`config.mk`:
```
export PLATFORM = sky130hd
export DESIGN_NAME = coordinate_keyed_countdown_timers
export DESIGN_NICKNAME = d
export VERILOG_FILES = /design/src/hdl/ckct_pkg.sv /design/src/hdl/ckct_cell.sv /design/src/hdl/ckct_ctrl.sv /design/src/hdl/coordinate_keyed_countdown_timers.sv
export VERILOG_INCLUDE_DIRS = /design/src /design/src/hdl
export SDC_FILE = /design/constraint.sdc
export NUM_CORES = 1
export LEC_CHECK = 0
export BUFFER_PORTS_ARGS = -buffer_cell sky130_fd_sc_hd__buf_2
export CORE_MARGIN = 2
export CORE_UTILIZATION = 50
export CTS_CLUSTER_SIZE = 12
export DETAILED_ROUTE_END_ITERATION = 6
export PLACE_DENSITY_LB_ADDON = 0.2
export RECOVER_POWER = 50
export SYNTH_ARGS = -nofsm -noshare
export SYNTH_HDL_FRONTEND = slang
export SYNTH_SLANG_ARGS = --single-unit
```
`constraint.sdc`:
```
create_clock -name aclk -period 5.5 [get_ports aclk]
set_input_delay 0.275 -clock aclk [delete_from_list [all_inputs] [get_ports aclk]]
set_output_delay 0.275 -clock aclk [all_outputs]
set_load 0.01 [all_outputs]
```
`src/hdl/coordinate_keyed_countdown_timers_defines.svh`:
```
`ifndef COORDINATE_KEYED_COUNTDOWN_TIMERS_DEFINES_SVH
`define COORDINATE_KEYED_COUNTDOWN_TIMERS_DEFINES_SVH

// checked at every clock edge, masked while reset is held
`define CKCT_ASSERT(lbl, prop, msg) \
    lbl: assert property (@(posedge aclk) disable iff (!aresetn) prop) else $error(msg);

// checked at every clock edge, reset included
`define CKCT_ASSERT_ALWAYS(lbl, prop, msg) \
    lbl: assert property (@(posedge aclk) prop) else $error(msg);

`endif

```
`src/hdl/ckct_pkg.sv`:
```
`default_nettype none

package ckct_pkg;

    localparam int DEF_TABLE_DEPTH = 16;
    localparam int DEF_COORD_BITS  = 8;

    localparam int KEY_W  = 8;
    localparam int LIFE_W = 16;

    localparam logic [LIFE_W-1:0] START_LIFE_RST = 16'd3000;

    typedef enum logic [1:0] {
        KIND_ADD   = 2'd0,
        KIND_QUERY = 2'd1,
        KIND_TICK  = 2'd2,
        KIND_CLEAR = 2'd3
    } kind_t;

    typedef enum logic [1:0] {
        ST_IDLE,
        ST_SCAN,
        ST_DONE
    } state_t;

    typedef struct packed {
        logic shift;
        logic load;
    } chain_ctl_t;

endpackage

`default_nettype wire

```
`src/hdl/ckct_cell.sv`:
```
`default_nettype none

module ckct_cell #(
    parameter int COORD_BITS = ckct_pkg::DEF_COORD_BITS
) (
    input  wire logic                          aclk,
    input  wire ckct_pkg::chain_ctl_t          ctl,
    input  wire logic [COORD_BITS-1:0]         load_x,
    input  wire logic [COORD_BITS-1:0]         load_y,
    input  wire logic [ckct_pkg::LIFE_W-1:0]   load_life,
    input  wire logic [COORD_BITS-1:0]         nb_x,
    input  wire logic [COORD_BITS-1:0]         nb_y,
    input  wire logic [ckct_pkg::LIFE_W-1:0]   nb_life,
    output logic      [COORD_BITS-1:0]         x,
    output logic      [COORD_BITS-1:0]         y,
    output logic      [ckct_pkg::LIFE_W-1:0]   life
);

    logic [COORD_BITS-1:0]       x_reg, x_next;
    logic [COORD_BITS-1:0]       y_reg, y_next;
    logic [ckct_pkg::LIFE_W-1:0] life_reg, life_next;

    always_comb begin
        x_next    = x_reg;
        y_next    = y_reg;
        life_next = life_reg;
        if (ctl.load) begin
            x_next    = load_x;
            y_next    = load_y;
            life_next = load_life;
        end else if (ctl.shift) begin
            x_next    = nb_x;
            y_next    = nb_y;
            life_next = nb_life;
        end
    end

    always_ff @(posedge aclk) begin
        x_reg    <= x_next;
        y_reg    <= y_next;
        life_reg <= life_next;
    end

    assign x    = x_reg;
    assign y    = y_reg;
    assign life = life_reg;

endmodule

`default_nettype wire

```
`src/hdl/ckct_ctrl.sv`:
```
`default_nettype none

`include "coordinate_keyed_countdown_timers_defines.svh"

module ckct_ctrl #(
    parameter int TABLE_DEPTH = ckct_pkg::DEF_TABLE_DEPTH,
    parameter int COORD_BITS  = ckct_pkg::DEF_COORD_BITS
) (
    input  wire logic                                 aclk,
    input  wire logic                                 aresetn,
    input  wire logic                                 s_valid,
    output logic                                      s_ready,
    input  wire logic [1:0]                           s_kind,
    input  wire logic [ckct_pkg::KEY_W-1:0]           s_coord_x,
    input  wire logic [ckct_pkg::KEY_W-1:0]           s_coord_y,
    input  wire logic [ckct_pkg::LIFE_W-1:0]          s_interval,
    output logic                                      m_valid,
    input  wire logic                                 m_ready,
    output logic                                      m_status,
    output logic      [ckct_pkg::LIFE_W-1:0]          m_remaining,
    output logic                                      m_expired,
    output logic      [ckct_pkg::KEY_W-1:0]           m_expired_x,
    output logic      [ckct_pkg::KEY_W-1:0]           m_expired_y,
    output logic                                      m_last,
    input  wire logic                                 cfg_wr_en,
    input  wire logic [ckct_pkg::LIFE_W-1:0]          cfg_wr_data,
    input  wire logic [COORD_BITS-1:0]                head_x,
    input  wire logic [COORD_BITS-1:0]                head_y,
    input  wire logic [ckct_pkg::LIFE_W-1:0]          head_life,
    output logic      [COORD_BITS-1:0]                tail_x,
    output logic      [COORD_BITS-1:0]                tail_y,
    output logic      [ckct_pkg::LIFE_W-1:0]          tail_life,
    output logic      [COORD_BITS-1:0]                load_x,
    output logic      [COORD_BITS-1:0]                load_y,
    output logic      [ckct_pkg::LIFE_W-1:0]          load_life,
    output ckct_pkg::chain_ctl_t [TABLE_DEPTH-1:0]    cell_ctl
);

    localparam int CNT_W = $clog2(TABLE_DEPTH + 1);
    localparam int IDX_W = (TABLE_DEPTH > 1) ? $clog2(TABLE_DEPTH) : 1;
    localparam int LW    = ckct_pkg::LIFE_W;
    localparam int KW    = ckct_pkg::KEY_W;

    ckct_pkg::state_t state_reg, state_next;
    logic [CNT_W-1:0] count_reg, count_next;
    logic [IDX_W-1:0] step_reg, step_next;
    logic [LW-1:0]    start_life_reg, start_life_next;
    logic [LW-1:0]    found_reg, found_next;
    logic             query_reg, query_next;
    logic [COORD_BITS-1:0] key_x_reg, key_x_next;
    logic [COORD_BITS-1:0] key_y_reg, key_y_next;
    logic [LW-1:0]    interval_reg, interval_next;

    logic             out_vld_reg, out_vld_next;
    logic             out_status_reg, out_status_next;
    logic [LW-1:0]    out_remaining_reg, out_remaining_next;
    logic             out_expired_reg, out_expired_next;
    logic [KW-1:0]    out_ex_reg, out_ex_next;
    logic [KW-1:0]    out_ey_reg, out_ey_next;
    logic             out_last_reg, out_last_next;

    logic             step_ok;
    logic             accept;
    logic             emit;
    logic             shift;
    logic             add_go;
    logic             head_live;
    logic [LW-1:0]    life_sub;
    logic [LW-1:0]    life_new;

    assign step_ok   = !out_vld_reg || m_ready;
    assign s_ready   = (state_reg == ckct_pkg::ST_IDLE) && step_ok;
    assign accept    = s_valid && s_ready;
    assign head_live = CNT_W'(step_reg) < count_reg;
    assign life_sub  = (head_life > interval_reg) ? head_life - interval_reg : '0;

    always_comb begin
        state_next         = state_reg;
        count_next         = count_reg;
        step_next          = step_reg;
        found_next         = found_reg;
        query_next         = query_reg;
        key_x_next         = key_x_reg;
        key_y_next         = key_y_reg;
        interval_next      = interval_reg;
        start_life_next    = cfg_wr_en ? cfg_wr_data : start_life_reg;
        life_new           = head_life;
        emit               = 1'b0;
        shift              = 1'b0;
        add_go             = 1'b0;
        out_status_next    = 1'b0;
        out_remaining_next = '0;
        out_expired_next   = 1'b0;
        out_ex_next        = '0;
        out_ey_next        = '0;
        out_last_next      = 1'b0;

        case (state_reg)
            ckct_pkg::ST_IDLE: begin
                if (accept) begin
                    case (ckct_pkg::kind_t'(s_kind))
                        ckct_pkg::KIND_ADD: begin
                            emit          = 1'b1;
                            out_last_next = 1'b1;
                            if (count_reg == CNT_W'(TABLE_DEPTH)) begin
                                out_status_next = 1'b1;
                            end else begin
                                add_go     = 1'b1;
                                count_next = count_reg + 1'b1;
                            end
                        end
                        ckct_pkg::KIND_QUERY, ckct_pkg::KIND_TICK: begin
                            query_next    = (ckct_pkg::kind_t'(s_kind) == ckct_pkg::KIND_QUERY);
                            key_x_next    = COORD_BITS'(s_coord_x);
                            key_y_next    = COORD_BITS'(s_coord_y);
                            interval_next = s_interval;
                            found_next    = '0;
                            step_next     = '0;
                            state_next    = ckct_pkg::ST_SCAN;
                        end
                        ckct_pkg::KIND_CLEAR: begin
                            emit          = 1'b1;
                            out_last_next = 1'b1;
                            count_next    = '0;
                        end
                        default: begin
                            emit          = 1'b1;
                            out_last_next = 1'b1;
                        end
                    endcase
                end
            end
            ckct_pkg::ST_SCAN: begin
                if (step_ok) begin
                    shift     = 1'b1;
                    step_next = step_reg + 1'b1;
                    if (query_reg) begin
                        if (head_live && head_x == key_x_reg && head_y == key_y_reg) begin
                            found_next = head_life;
                        end
                    end else if (head_live && head_life != '0) begin
                        life_new = life_sub;
                        if (life_sub == '0) begin
                            emit             = 1'b1;
                            out_expired_next = 1'b1;
                            out_ex_next      = KW'(head_x);
                            out_ey_next      = KW'(head_y);
                        end
                    end
                    if (step_reg == IDX_W'(TABLE_DEPTH - 1)) begin
                        state_next = ckct_pkg::ST_DONE;
                    end
                end
            end
            ckct_pkg::ST_DONE: begin
                if (step_ok) begin
                    emit               = 1'b1;
                    out_last_next      = 1'b1;
                    out_remaining_next = query_reg ? found_reg : '0;
                    state_next         = ckct_pkg::ST_IDLE;
                end
            end
            default: begin
                state_next = ckct_pkg::ST_IDLE;
            end
        endcase

        out_vld_next = emit ? 1'b1 : (m_ready ? 1'b0 : out_vld_reg);
    end

    always_comb begin
        for (int i = 0; i < TABLE_DEPTH; i++) begin
            cell_ctl[i].shift = shift;
            cell_ctl[i].load  = add_go && (count_reg == CNT_W'(i));
        end
    end

    assign tail_x    = head_x;
    assign tail_y    = head_y;
    assign tail_life = life_new;
    assign load_x    = COORD_BITS'(s_coord_x);
    assign load_y    = COORD_BITS'(s_coord_y);
    assign load_life = start_life_reg;

    always_ff @(posedge aclk) begin
        if (!aresetn) begin
            state_reg      <= ckct_pkg::ST_IDLE;
            count_reg      <= '0;
            step_reg       <= '0;
            start_life_reg <= ckct_pkg::START_LIFE_RST;
            out_vld_reg    <= 1'b0;
        end else begin
            state_reg      <= state_next;
            count_reg      <= count_next;
            step_reg       <= step_next;
            start_life_reg <= start_life_next;
            out_vld_reg    <= out_vld_next;
        end
    end

    always_ff @(posedge aclk) begin
        found_reg    <= found_next;
        query_reg    <= query_next;
        key_x_reg    <= key_x_next;
        key_y_reg    <= key_y_next;
        interval_reg <= interval_next;
        if (emit) begin
            out_status_reg    <= out_status_next;
            out_remaining_reg <= out_remaining_next;
            out_expired_reg   <= out_expired_next;
            out_ex_reg        <= out_ex_next;
            out_ey_reg        <= out_ey_next;
            out_last_reg      <= out_last_next;
        end
    end

    assign m_valid     = out_vld_reg;
    assign m_status    = out_status_reg;
    assign m_remaining = out_remaining_reg;
    assign m_expired   = out_expired_reg;
    assign m_expired_x = out_ex_reg;
    assign m_expired_y = out_ey_reg;
    assign m_last      = out_last_reg;

    `CKCT_ASSERT(a_count_bound, count_reg <= CNT_W'(TABLE_DEPTH), "entry count past table depth")
    `CKCT_ASSERT(a_clear_empties, accept && s_kind == ckct_pkg::KIND_CLEAR |=> count_reg == '0, "clear left entries")
    `CKCT_ASSERT(a_full_add_holds, accept && s_kind == ckct_pkg::KIND_ADD && count_reg == CNT_W'(TABLE_DEPTH) |=> $stable(count_reg), "rejected add changed count")
    `CKCT_ASSERT(a_expiry_not_last, out_vld_reg && out_expired_reg |-> !out_last_reg, "expiry request marked last")
    `CKCT_ASSERT(a_scan_end, state_reg == ckct_pkg::ST_SCAN && step_ok && step_reg == IDX_W'(TABLE_DEPTH - 1) |=> state_reg == ckct_pkg::ST_DONE, "scan did not finish")

endmodule

`default_nettype wire

```
`src/hdl/coordinate_keyed_countdown_timers.sv`:
```
// add and clear: one request out in the cycle after accept, next item accepted once it is taken
// query and tick: table rotates one cell per cycle through the head while the result side
// does not stall, through all TABLE_DEPTH cells, then a final request marked last
// reset (aresetn low, synchronous): table empty, start lifetime 3000, no request pending
// timer cells hold no reset; only entries below the count are ever read
`default_nettype none

module coordinate_keyed_countdown_timers #(
    parameter int TABLE_DEPTH = ckct_pkg::DEF_TABLE_DEPTH,
    parameter int COORD_BITS  = ckct_pkg::DEF_COORD_BITS
) (
    input  wire logic                             aclk,
    input  wire logic                             aresetn,
    input  wire logic                             s_valid,
    output logic                                  s_ready,
    input  wire logic [1:0]                       s_kind,
    input  wire logic [ckct_pkg::KEY_W-1:0]       s_coord_x,
    input  wire logic [ckct_pkg::KEY_W-1:0]       s_coord_y,
    input  wire logic [ckct_pkg::LIFE_W-1:0]      s_interval,
    output logic                                  m_valid,
    input  wire logic                             m_ready,
    output logic                                  m_status,
    output logic      [ckct_pkg::LIFE_W-1:0]      m_remaining,
    output logic                                  m_expired,
    output logic      [ckct_pkg::KEY_W-1:0]       m_expired_x,
    output logic      [ckct_pkg::KEY_W-1:0]       m_expired_y,
    output logic                                  m_last,
    input  wire logic                             cfg_wr_en,
    input  wire logic [ckct_pkg::LIFE_W-1:0]      cfg_wr_data
);

    localparam int LW = ckct_pkg::LIFE_W;

    logic [COORD_BITS-1:0] cell_x    [TABLE_DEPTH];
    logic [COORD_BITS-1:0] cell_y    [TABLE_DEPTH];
    logic [LW-1:0]         cell_life [TABLE_DEPTH];

    logic [COORD_BITS-1:0] tail_x, tail_y, load_x, load_y;
    logic [LW-1:0]         tail_life, load_life;

    ckct_pkg::chain_ctl_t [TABLE_DEPTH-1:0] cell_ctl;

    ckct_ctrl #(
        .TABLE_DEPTH (TABLE_DEPTH),
        .COORD_BITS  (COORD_BITS)
    ) u_ctrl (
        .aclk        (aclk),
        .aresetn     (aresetn),
        .s_valid     (s_valid),
        .s_ready     (s_ready),
        .s_kind      (s_kind),
        .s_coord_x   (s_coord_x),
        .s_coord_y   (s_coord_y),
        .s_interval  (s_interval),
        .m_valid     (m_valid),
        .m_ready     (m_ready),
        .m_status    (m_status),
        .m_remaining (m_remaining),
        .m_expired   (m_expired),
        .m_expired_x (m_expired_x),
        .m_expired_y (m_expired_y),
        .m_last      (m_last),
        .cfg_wr_en   (cfg_wr_en),
        .cfg_wr_data (cfg_wr_data),
        .head_x      (cell_x[0]),
        .head_y      (cell_y[0]),
        .head_life   (cell_life[0]),
        .tail_x      (tail_x),
        .tail_y      (tail_y),
        .tail_life   (tail_life),
        .load_x      (load_x),
        .load_y      (load_y),
        .load_life   (load_life),
        .cell_ctl    (cell_ctl)
    );

    for (genvar i = 0; i < TABLE_DEPTH; i++) begin : g_cell
        logic [COORD_BITS-1:0] nb_x, nb_y;
        logic [LW-1:0]         nb_life;

        if (i == TABLE_DEPTH - 1) begin : g_tail
            assign nb_x    = tail_x;
            assign nb_y    = tail_y;
            assign nb_life = tail_life;
        end else begin : g_link
            assign nb_x    = cell_x[i+1];
            assign nb_y    = cell_y[i+1];
            assign nb_life = cell_life[i+1];
        end

        ckct_cell #(
            .COORD_BITS (COORD_BITS)
        ) u_cell (
            .aclk      (aclk),
            .ctl       (cell_ctl[i]),
            .load_x    (load_x),
            .load_y    (load_y),
            .load_life (load_life),
            .nb_x      (nb_x),
            .nb_y      (nb_y),
            .nb_life   (nb_life),
            .x         (cell_x[i]),
            .y         (cell_y[i]),
            .life      (cell_life[i])
        );
    end

endmodule

`default_nettype wire
```
=== After elaboration in Yosys (flattened, before gate mapping) ===
Cells that the tools add are included.

* Multiplexer cells: 136
* Add/sub/neg operators: 3
* Bitwise logic cells: 4
* Magnitude comparators: 2
* Equal/unequal tests: 32
* Reduce and logical (&&, ||, !) cells: 57

{| class="wikitable"
|+ Operators by type and width
! cell !! count
|-
| 16-bit two-way mux || 42
|-
| 8-bit two-way mux || 64
|-
| 5-bit by 4-bit equality test with 1-bit output, second input constant || 8
|-
| 2-bit nonzero test || 19
|-
| 16-bit one-hot mux with 2 select lines || 1
|-
| 1-bit logical AND || 21
|-
| 5-bit by 3-bit equality test with 1-bit output, second input constant || 4
|-
| 8-bit equality test || 2
|-
| 16-bit greater-than comparator || 1
|-
| 16-bit logical NOT || 1
|-
| 16-bit nonzero test || 1
|-
| 16-bit subtractor || 1
|-
| 1-bit two-way mux || 15
|-
| 4-bit two-way mux || 3
|-
| 2-bit by 1-bit inequality test with 1-bit output, second input constant || 6
|-
| 5-bit by 2-bit equality test with 1-bit output, second input constant || 2
|-
| 2-bit two-way mux || 5
|-
| 5-bit one-hot mux with 2 select lines || 1
|-
| 3-bit AND reduction || 3
|-
| 4-bit one-hot mux with 2 select lines || 1
|-
| 4-bit AND reduction || 2
|-
| 2-bit equality test, second input constant || 3
|-
| 2-bit one-hot mux with 3 select lines || 1
|-
| 6-bit AND reduction || 1
|-
| 19 further kinds || 26
|}

* Bits of input ports: 55
* Word-level logic and storage cells: 298
* Register bits: 624
* Output and inout port bits: 37

=== Logic depth before layout (Yosys ltp) ===
Gate-level depths: netlist of run 1.

* Depth after elaboration: 9
* Depth in mapped cells: 12
* Gate-level depth less buffers: 11

=== Cells and area by module ===
From an unflattened synthesis of run 1, not the netlist that was laid out.

* Cells, all modules: 1700
* Area total of the unflattened synthesis: 30439.2 um2

{| class="wikitable"
|+ By module, submodules not included
! module !! cells each !! area each (um2) !! instances !! sequential area each (um2)
|-
| ckct_cell || 69 || 1507.7 || 16 || 960.9
|-
| ckct_ctrl || 596 || 6316.1 || 1 || 3083.0
|}

=== Worst setup path after synthesis of run 1 ===
No wires, ideal clock.

* Kind: register to register
* From: reg g_cell[0].u_cell.life_reg, in the netlist g_cell[0].u_cell.life[0]
* To: reg u_ctrl.out_expired_reg (netlist: u_ctrl.m_expired), enable pin
* Required time: 5.068 ns
* Data arrival time: 4.243 ns
* Path buffers: 1
* Period minus slack after synthesis: 4.674 ns
* Cell stages (with the launch flop): 13
* Setup slack: 0.826 ns
* Setup time: 0.432 ns
* Cells stage by stage: edfxtp_1 -> inv_1 -> ha_1 -> fa_1 -> nand2b_1 -> a21o_1 -> a21o_1 -> a311oi_1 -> o21ai_1 -> nor4_2 -> a31oi_4 -> buf_6 -> o21ai_1

* Longest elaborated chain between the ends: 8
* Elaborated cells on any way between the ends: 11
* Those cells by class: add/sub: 1; order compare: 1; mux: 6; reduce/logical: 3

{| class="wikitable"
|+ RTL lines
! element !! RTL line !! RTL
|-
| from (decl) || ckct_cell.sv:21 || <nowiki>logic [ckct_pkg::LIFE_W-1:0] life_reg, life_next;</nowiki>
|-
| from (signal assigned) || ckct_cell.sv:41 || <nowiki>life_reg <= life_next;</nowiki>
|-
| 16-bit subtractor or 16-bit greater-than comparator (tied branches) || ckct_ctrl.sv:75 || <nowiki>assign life_sub = (head_life > interval_reg) ? head_life - interval_reg : '0;</nowiki>
|-
| 16-bit two-way mux || ckct_ctrl.sv:75 ||
|-
| 16-bit logical NOT || ckct_ctrl.sv:143 || <nowiki>if (life_sub == '0) begin</nowiki>
|-
| 1-bit two-way mux || ckct_ctrl.sv:143 ||
|-
| 1-bit two-way mux (*) || ckct_ctrl.sv:141 || <nowiki>end else if (head_live && head_life != '0) begin</nowiki>
|-
| 1-bit two-way mux (*) || ckct_ctrl.sv:137 || <nowiki>if (query_reg) begin</nowiki>
|-
| 1-bit two-way mux (*) || ckct_ctrl.sv:134 || <nowiki>if (step_ok) begin</nowiki>
|-
| 1-bit one-hot mux with 3 select lines (*) || ckct_ctrl.sv:98 || <nowiki>case (state_reg)</nowiki>
|-
| named net u_ctrl.emit || ckct_ctrl.sv:64 || <nowiki>logic emit;</nowiki>
|-
| to (signal assigned) || ckct_ctrl.sv:210 || <nowiki>out_expired_reg <= out_expired_next;</nowiki>
|-
| to (decl) || ckct_ctrl.sv:57 || <nowiki>logic out_expired_reg, out_expired_next;</nowiki>
|}

The timed path passes the listed nets; every way through them passes the cells marked *.
A chain may end at the register's enable or synchronous reset.

=== Worst setup path after layout of run 1 ===
* From: reg u_ctrl.out_vld_reg (netlist: u_ctrl.m_valid)
* To: reg g_cell[3].u_cell.y_reg[4], enable pin

* Longest elaborated chain between the ends: 8
* Elaborated cells on any way between the ends: 10
* Those cells by class: mux: 4; reduce/logical: 6

{| class="wikitable"
|+ RTL lines
! element !! RTL line !! RTL
|-
| from (decl) || ckct_ctrl.sv:54 || <nowiki>logic out_vld_reg, out_vld_next;</nowiki>
|-
| from (signal assigned) || ckct_ctrl.sv:197 || <nowiki>out_vld_reg <= out_vld_next;</nowiki>
|-
| 1-bit logical NOT (*) || ckct_ctrl.sv:71 || <nowiki>assign step_ok = !out_vld_reg || m_ready;</nowiki>
|-
| 1-bit logical OR (*) || ckct_ctrl.sv:71 ||
|-
| 1-bit logical AND || ckct_ctrl.sv:72 || <nowiki>assign s_ready = (state_reg == ckct_pkg::ST_IDLE) && step_ok;</nowiki>
|-
| 1-bit logical AND || ckct_ctrl.sv:73 || <nowiki>assign accept = s_valid && s_ready;</nowiki>
|-
| 1-bit two-way mux || ckct_ctrl.sv:100 || <nowiki>if (accept) begin</nowiki>
|-
| 1-bit two-way mux || ckct_ctrl.sv:98 ||
|-
| 1-bit logical AND || ckct_ctrl.sv:174 || <nowiki>cell_ctl[i].load = add_go && (count_reg == CNT_W'(i));</nowiki>
|-
| 2-bit nonzero test (no source line) (*) || n/a ||
|-
| to (signal assigned) || ckct_cell.sv:40 || <nowiki>y_reg <= y_next;</nowiki>
|-
| to (decl) || ckct_cell.sv:20 || <nowiki>logic [COORD_BITS-1:0] y_reg, y_next;</nowiki>
|}

Every way passes the cells marked *; elsewhere a longest branch is shown, timed or not.

==> qor.yml, run 1 <==
outcome:
  status: "finished, violations left"
  violations: "capacitance limit, slew limit"
power_and_ir_drop:
  irDropWorstVdd_v: 0.000228
  total_power_w: 0.0107
  powerDensity_nw_per_um2: 348
  p_leak_nw: 10.7
synthesis:
  netlist_area_um2: 27400
  netlist_instances: 1686
  ys_seq_area_frac: 0.673
  async_flop_share: 0
  yosysWarnings: 0
  yosys.cell_count.top_type: "edfxtp_1"
  syn-num-nets: 1770
  yosysTopAreaCell: "edfxtp_1"
  synth_flop_cell: "edfxtp_1"
  synthTopCellsByArea: "edfxtp_1 65%, mux2_2 20%, dfxtp_1 2.0%"
  synth_edf_count: 596
  ys_seq_elements: 624
  synth.distinct_cells: 59
  postSynthAreaPerCell_um2: 16.3
  synth_common_cells: "596 x edfxtp_1, 496 x mux2_2, 64 x nand2_1"
  synth_top_area_frac: 0.652
global_routing:
  grt_overflow: 0
  grt_max_degree: 49
  track_usage: 0.218
  grt_pass1_vias: 14600
  antenna_found_initial: 1
  grt_pass1_wl_mm: 93.3
route:
  final_antenna_net_count: 0
  drc: 0
  routedWlPerCell_um: 23.8
  drtPass1Iterations: 6
  wl_mm: 60.6
  vias_per_cell: 5.72
  detail_route.iter0.violations: 1192
  vias: 14600
clock_network:
  cts_made_buffers: 66
  cts_tree: "done"
  worstSkewPairLatency_ns: 0.59
  cts_root_buffer: "clkbuf_16"
  cts_setup_buffers: 0
  clockBufferDepth: 3
  cts_sinks: 624
  ctsHoldBuffers: 32
  clk_pin_slew_ns: 0.06
  post_cts_resized: 0
  cts.htree.levels: 3
cells_and_area:
  nets: 1892
  drive_above_1_share: 0.323
  largest_reg_flops: 256
  nFillCells: 4145
  syn2layout_area_growth_pct: 12.4
  post_layout_nonfiller_instances: 2548
floorplan:
  coreArea_um2: 54000
  die_w_um: 238
  start_util: 0.508
  dieHeight_um: 238
  dieArea_um2: 56800
  rows: 85
  io_pins: 92
job:
  max_cap_violations: 10
timing:
  finalHoldViolCount: 0
  holdWs_ns: 0.0380
  final_max_slew_viol_count: 354
  rsz0062_at_grt: "false"
  tns_ns: 0
  slew_headroom: -0.594
  fin_crit_sh: 0.857
  finalSetupViolations: 0
  fmax_ghz: 0.212
  clock_skew_ns: 0.0130
  tightest_slew_ns: 2.39
  period_needed_ns: 4.72
setup_path:
  arrival_ns: 5.04
  start_kind: "register"
  endpoint_kind: "register"
  path_max_fanout: 33
  reg2reg_to: "g_cell[3].u_cell.y[4]"
  r2r-start: "u_ctrl.m_valid"
  r2r_slack_ns: 0.78
  r2r_cells: 9
  timing.critical_path.from: "u_ctrl.m_valid"
  crit_required_ns: 5.82
  worstSetupPathType: "register to register"
  crit_end: "g_cell[3].u_cell.y[4]"
placement:
  dp_hpwl_mm: 37.0
  numPortBuffers: 91
  placed_cells: 2404
  gp_routability_congestion: 0.894
min_path:
  hold_class: "input port to register"
==> worst max-delay path, cell delays in order, from the launching register on <==
cell,delay [ns]
dfxtp_1,0.34
nor2b_1,0.31
nor3_1,0.12
and2_0,0.22
nand2_1,0.21
nor3_1,0.15
nand2_1,0.10
clkbuf_1,1.51
nand2_1,1.00
buf_4,0.47
==> final cells by class <==
type | instances | area [um^2] | share of cell area
Antenna cell | 1 | 2.50 | 0.0000812
Clock buffer | 96 | 1870 | 0.0606
Clock inverter | 15 | 126 | 0.00410
Inverter | 32 | 120 | 0.00390
Multi-Input combinational cell | 923 | 8450 | 0.274
Sequential cell | 624 | 18500 | 0.599
Tap cell | 696 | 871 | 0.0282
Timing Repair Buffer | 161 | 930 | 0.0302
==> per-stage QoR <==
| stage | cell area, um^2 | util | setup slack [ns] |
|---|---|---|---|
| floorplan | 27400 | - | 0.826 |
| global placement | 28600 | 0.530 | 1.23 |
| detailed placement | 28600 | 0.530 | 1.11 |
| CTS | 31000 | 0.573 | 1.09 |
| global route | 30800 | 0.571 | 0.478 |
| finish | 30800 | 0.571 | 0.784 |
==> where the power goes <==
group | internal, W | switching (W) | total, W
clock network | 0.00244 | 0.00176 | 0.00421
registers | 0.00557 | 0.000134 | 0.00570
logic | 0.000306 | 0.000500 | 0.000807
total | 0.00832 | 0.00240 | 0.0107
==> worst min path at each step <==
| stage | startpoint | endpoint | slack [ns] | cells after the start |
|---|---|---|---|---|
| after floorplan | s_interval[0] | u_ctrl.interval_reg[0] | 0.37 | 0 |
| after global placement | s_interval[15] | u_ctrl.interval_reg[15] | 0.45 | 1 |
| after detailed placement | s_interval[14] | u_ctrl.interval_reg[14] | 0.45 | 1 |
| after CTS | s_valid | u_ctrl.state_reg[0] | 0.008 | 3 |
| after global routing | s_kind[0] | u_ctrl.query_reg | 0.04 | 2 |
| final | s_kind[0] | u_ctrl.query_reg | 0.04 | 2 |
==> cells by family (layout without fill, tap and decap cells) <==
| family | Yosys count | in the layout | synth area share |
|---|---|---|---|
| muxes | 512 | 512 | 0.209 |
| buffers and inverters | 139 | 304 | 0.0198 |
| DFF | 624 | 624 | 0.673 |
| AOI/OAI and AO/OA | 115 | 115 | 0.0293 |
| xor gates and xnor gates | 25 | 25 | 0.00798 |
| adders and majority gates | 29 | 29 | 0.0135 |
| other | 0 | 1 | 0 |
| and+or+nand+nor | 242 | 242 | 0.0473 |
==> layer usage <==
| layer | vias to the layer above | global-route usage | part of all wire |
|---|---|---|---|
| met5 | - | 0 | 0 |
| met4 | 0 | 0.0653 | 0.020 |
| met3 | 85 | 0.0371 | 0.058 |
| met2 | 454 | 0.313 | 0.44 |
| met1 | 7297 | 0.339 | 0.49 |
| li1 | 6727 | - | - |
==> cell usage in the layout, fill, tap and decap left out, types with 8 or more instances in the layout <==
| master | n |
|---|---|
| nor3b_1 | 9 |
| clkbuf_16 | 70 |
| nor4_1 | 8 |
| nand4_1 | 8 |
| clkinv_1 | 9 |
| dfxtp_1 | 28 |
| clkbuf_1 | 99 |
| o21ai_0 | 10 |
| mux2_1 | 52 |
| mux2i_1 | 16 |
| buf_2 | 31 |
| and2_0 | 21 |
| edfxtp_1 | 596 |
| xor2_1 | 10 |
| inv_1 | 31 |
| xnor2_1 | 15 |
| nor3_1 | 12 |
| a21o_1 | 8 |
| dlygate4sd3_1 | 32 |
| nand2_1 | 63 |
| a31oi_1 | 12 |
| nor2_1 | 50 |
| buf_4 | 23 |
| ha_1 | 28 |
| a22oi_1 | 8 |
| a21oi_1 | 29 |
| mux2_2 | 444 |
| and2_1 | 17 |
| nor2b_1 | 10 |
| nor3b_2 | 8 |
(Power assumes the default switching activity.)
==> inputs of run 2 (changes only) <==
- PLACE_DENSITY: default -> 0.66
- PLACE_DENSITY_LB_ADDON: 0.2 -> default
- SETUP_SLACK_MARGIN: default -> 0.2
==> qor.yml, run 2 (synthesis gave the netlist of run 1 again) <==
placement:
  dp_hpwl_mm: 37.4
  placed_area_um2: 28600
  pre_cts_ws_ns: 1.12
  numPortBuffers: 91
  gp_routability_congestion: 0.891
outcome:
  violations: "capacitance limit, slew limit"
  status: "finished, violations left"
setup_path:
  path_max_fanout: 48
  crit_required_ns: 5.83
  cpMaxStageDelayCell: "clkbuf_1"
  worstSetupPathType: "register to register"
  critical-path-max-stage-delay_ns: 1.73
  endpoint_kind: "register"
  crit_chain: "inv_1 -> ha_1 -> nand2_1 -> nor3_1 -> nor2_1 -> nand2_2 -> clkbuf_1 -> o311ai_0 -> o21a_1"
  start_kind: "register"
  arrival_ns: 4.97
clock_network:
  cts_setup_buffers: 0
  cts.htree.levels: 3
  cts_tree: "done"
  clockBufferDepth: 3
  cts_root_buffer: "clkbuf_16"
  cts_sinks: 624
  cts_made_buffers: 67
  worstSkewPairLatency_ns: 0.60
  post_cts_resized: 0
  clk_pin_slew_ns: 0.06
timing:
  worst_slack_ns: 0.866
  final_max_slew_viol_count: 319
  finalHoldViolCount: 0
  clock_skew_ns: 0.0216
  period_needed_ns: 4.63
  slew_headroom: -0.627
  fmax_ghz: 0.216
  tns_ns: 0
  fin_crit_sh: 0.843
  rsz0062_at_grt: "false"
  tightest_slew_ns: 2.44
  finalSetupViolations: 0
route:
  vias: 14700
  final_antenna_net_count: 0
  drtPass1Iterations: 7
  vias_per_cell: 5.75
  detail_route.iter0.violations: 1138
  drc: 0
  routedWlPerCell_um: 23.6
  wl_mm: 60.3
global_routing:
  grt_pass1_wl_mm: 92.6
  antenna_found_initial: 1
  grt_overflow: 0
  grt_max_degree: 49
  track_usage: 0.215
  grt_pass1_vias: 14800
cells_and_area:
  fin_area_um2: 31000
  largest_reg_flops: 256
  final_cell_mix: "596 x edfxtp_1, 465 x mux2_2, 96 x clkbuf_1, 70 x clkbuf_16, 63 x nand2_1"
  nFillCells: 4196
  multi_input_area_um2: 8450
  drive_above_1_share: 0.335
  nets: 1893
  syn2layout_area_growth_pct: 12.8
  mostFrequentLayoutCell: "edfxtp_1"
  layout.area.seq_um2: 18500
floorplan:
  io_pins: 92
  dieArea_um2: 56800
  coreArea_um2: 54000
  dieHeight_um: 238
  rows: 85
  die_w_um: 238
  start_util: 0.508
power_and_ir_drop:
  p_leak_nw: 10.7
  irDropWorstVdd_v: 0.000187
  powerDensity_nw_per_um2: 352
min_path:
  hold_class: "input port to register"
job:
  max_cap_violations: 9
## run 2: cell count changes in the layout (fill, tap and decap cells not counted), sizes merged
cell    previous run  this run
inv               31        34
bufinv             2         4
buf               54        55
clkbuf           171       170
clkinv            14        17
## run 2: critical path: cells and delay by family, from the launching register on
kind                       cells  cell delay, ns
AOI/OAI and AO/OA              2            1.13
adders and majority gates      1            0.18
buffers and inverters          2            1.87
DFF                            1            0.40
and+or+nand+nor                4            0.76
## run 2: cell type report
| type | count | area share |
|---|---|---|
| sequential | 624 | 0.596 |
| multi-input combinational | 923 | 0.273 |
| antenna | 1 | 0.0000808 |
| tap | 696 | 0.0281 |
| clock inverter | 23 | 0.00752 |
| clock buffer | 96 | 0.0610 |
| timing repair buffer | 161 | 0.0301 |
| inverter | 32 | 0.00388 |
## run 2: worst paths after layout
path | start | end | slack (ns) | depth (start not counted)
max reg2reg | u_ctrl.count_reg[0] | g_cell[15].u_cell.life[10] | 0.87 | 9
min | s_kind[0] | u_ctrl.query_reg | 0.03 | 2
max | u_ctrl.count_reg[0] | g_cell[15].u_cell.life[10] | 0.87 | 9
min reg2reg | u_ctrl.found_reg[5] | u_ctrl.m_remaining[5] | 0.51 | 1
## run 2: per-layer routing
layer / track usage / vias to the layer above / wire length, um
li1: - / 6743 / -
met1: 0.332 / 7442 / 29400
met2: 0.314 / 436 / 26200
met3: 0.0341 / 69 / 3660
met4: 0.0644 / 0 / 1030
met5: 0 / - / 0
## run 2: what timing repair did
action                                  CTS  global route
endpoints found under the setup margin    0             0
endpoints found under the hold margin    32             0
hold buffers                             32             0
## run 2: report_power, final
group	switching [W]	internal [W]	leakage [nW]	total (W)
Combinational	0.000498	0.000308	3.92	0.000806
Clock	0.00181	0.00258	1.03	0.00439
Sequential	0.000134	0.00557	5.78	0.00570
Total	0.00244	0.00846	10.7	0.0109
## run 2: stage by stage
stage	util	instances	hold WS, ns	power [W]
5_1_grt	0.573	2556	0.0515	0.0113
4_1_cts	0.575	2555	0.0115	0.0110
3_3_place_gp	0.530	2404	0.451	0.00659
2_1_floorplan	-	1686	0.374	0.00628
3_5_place_dp	0.530	2404	0.454	0.00659
6_report	0.573	2556	0.0332	0.0109
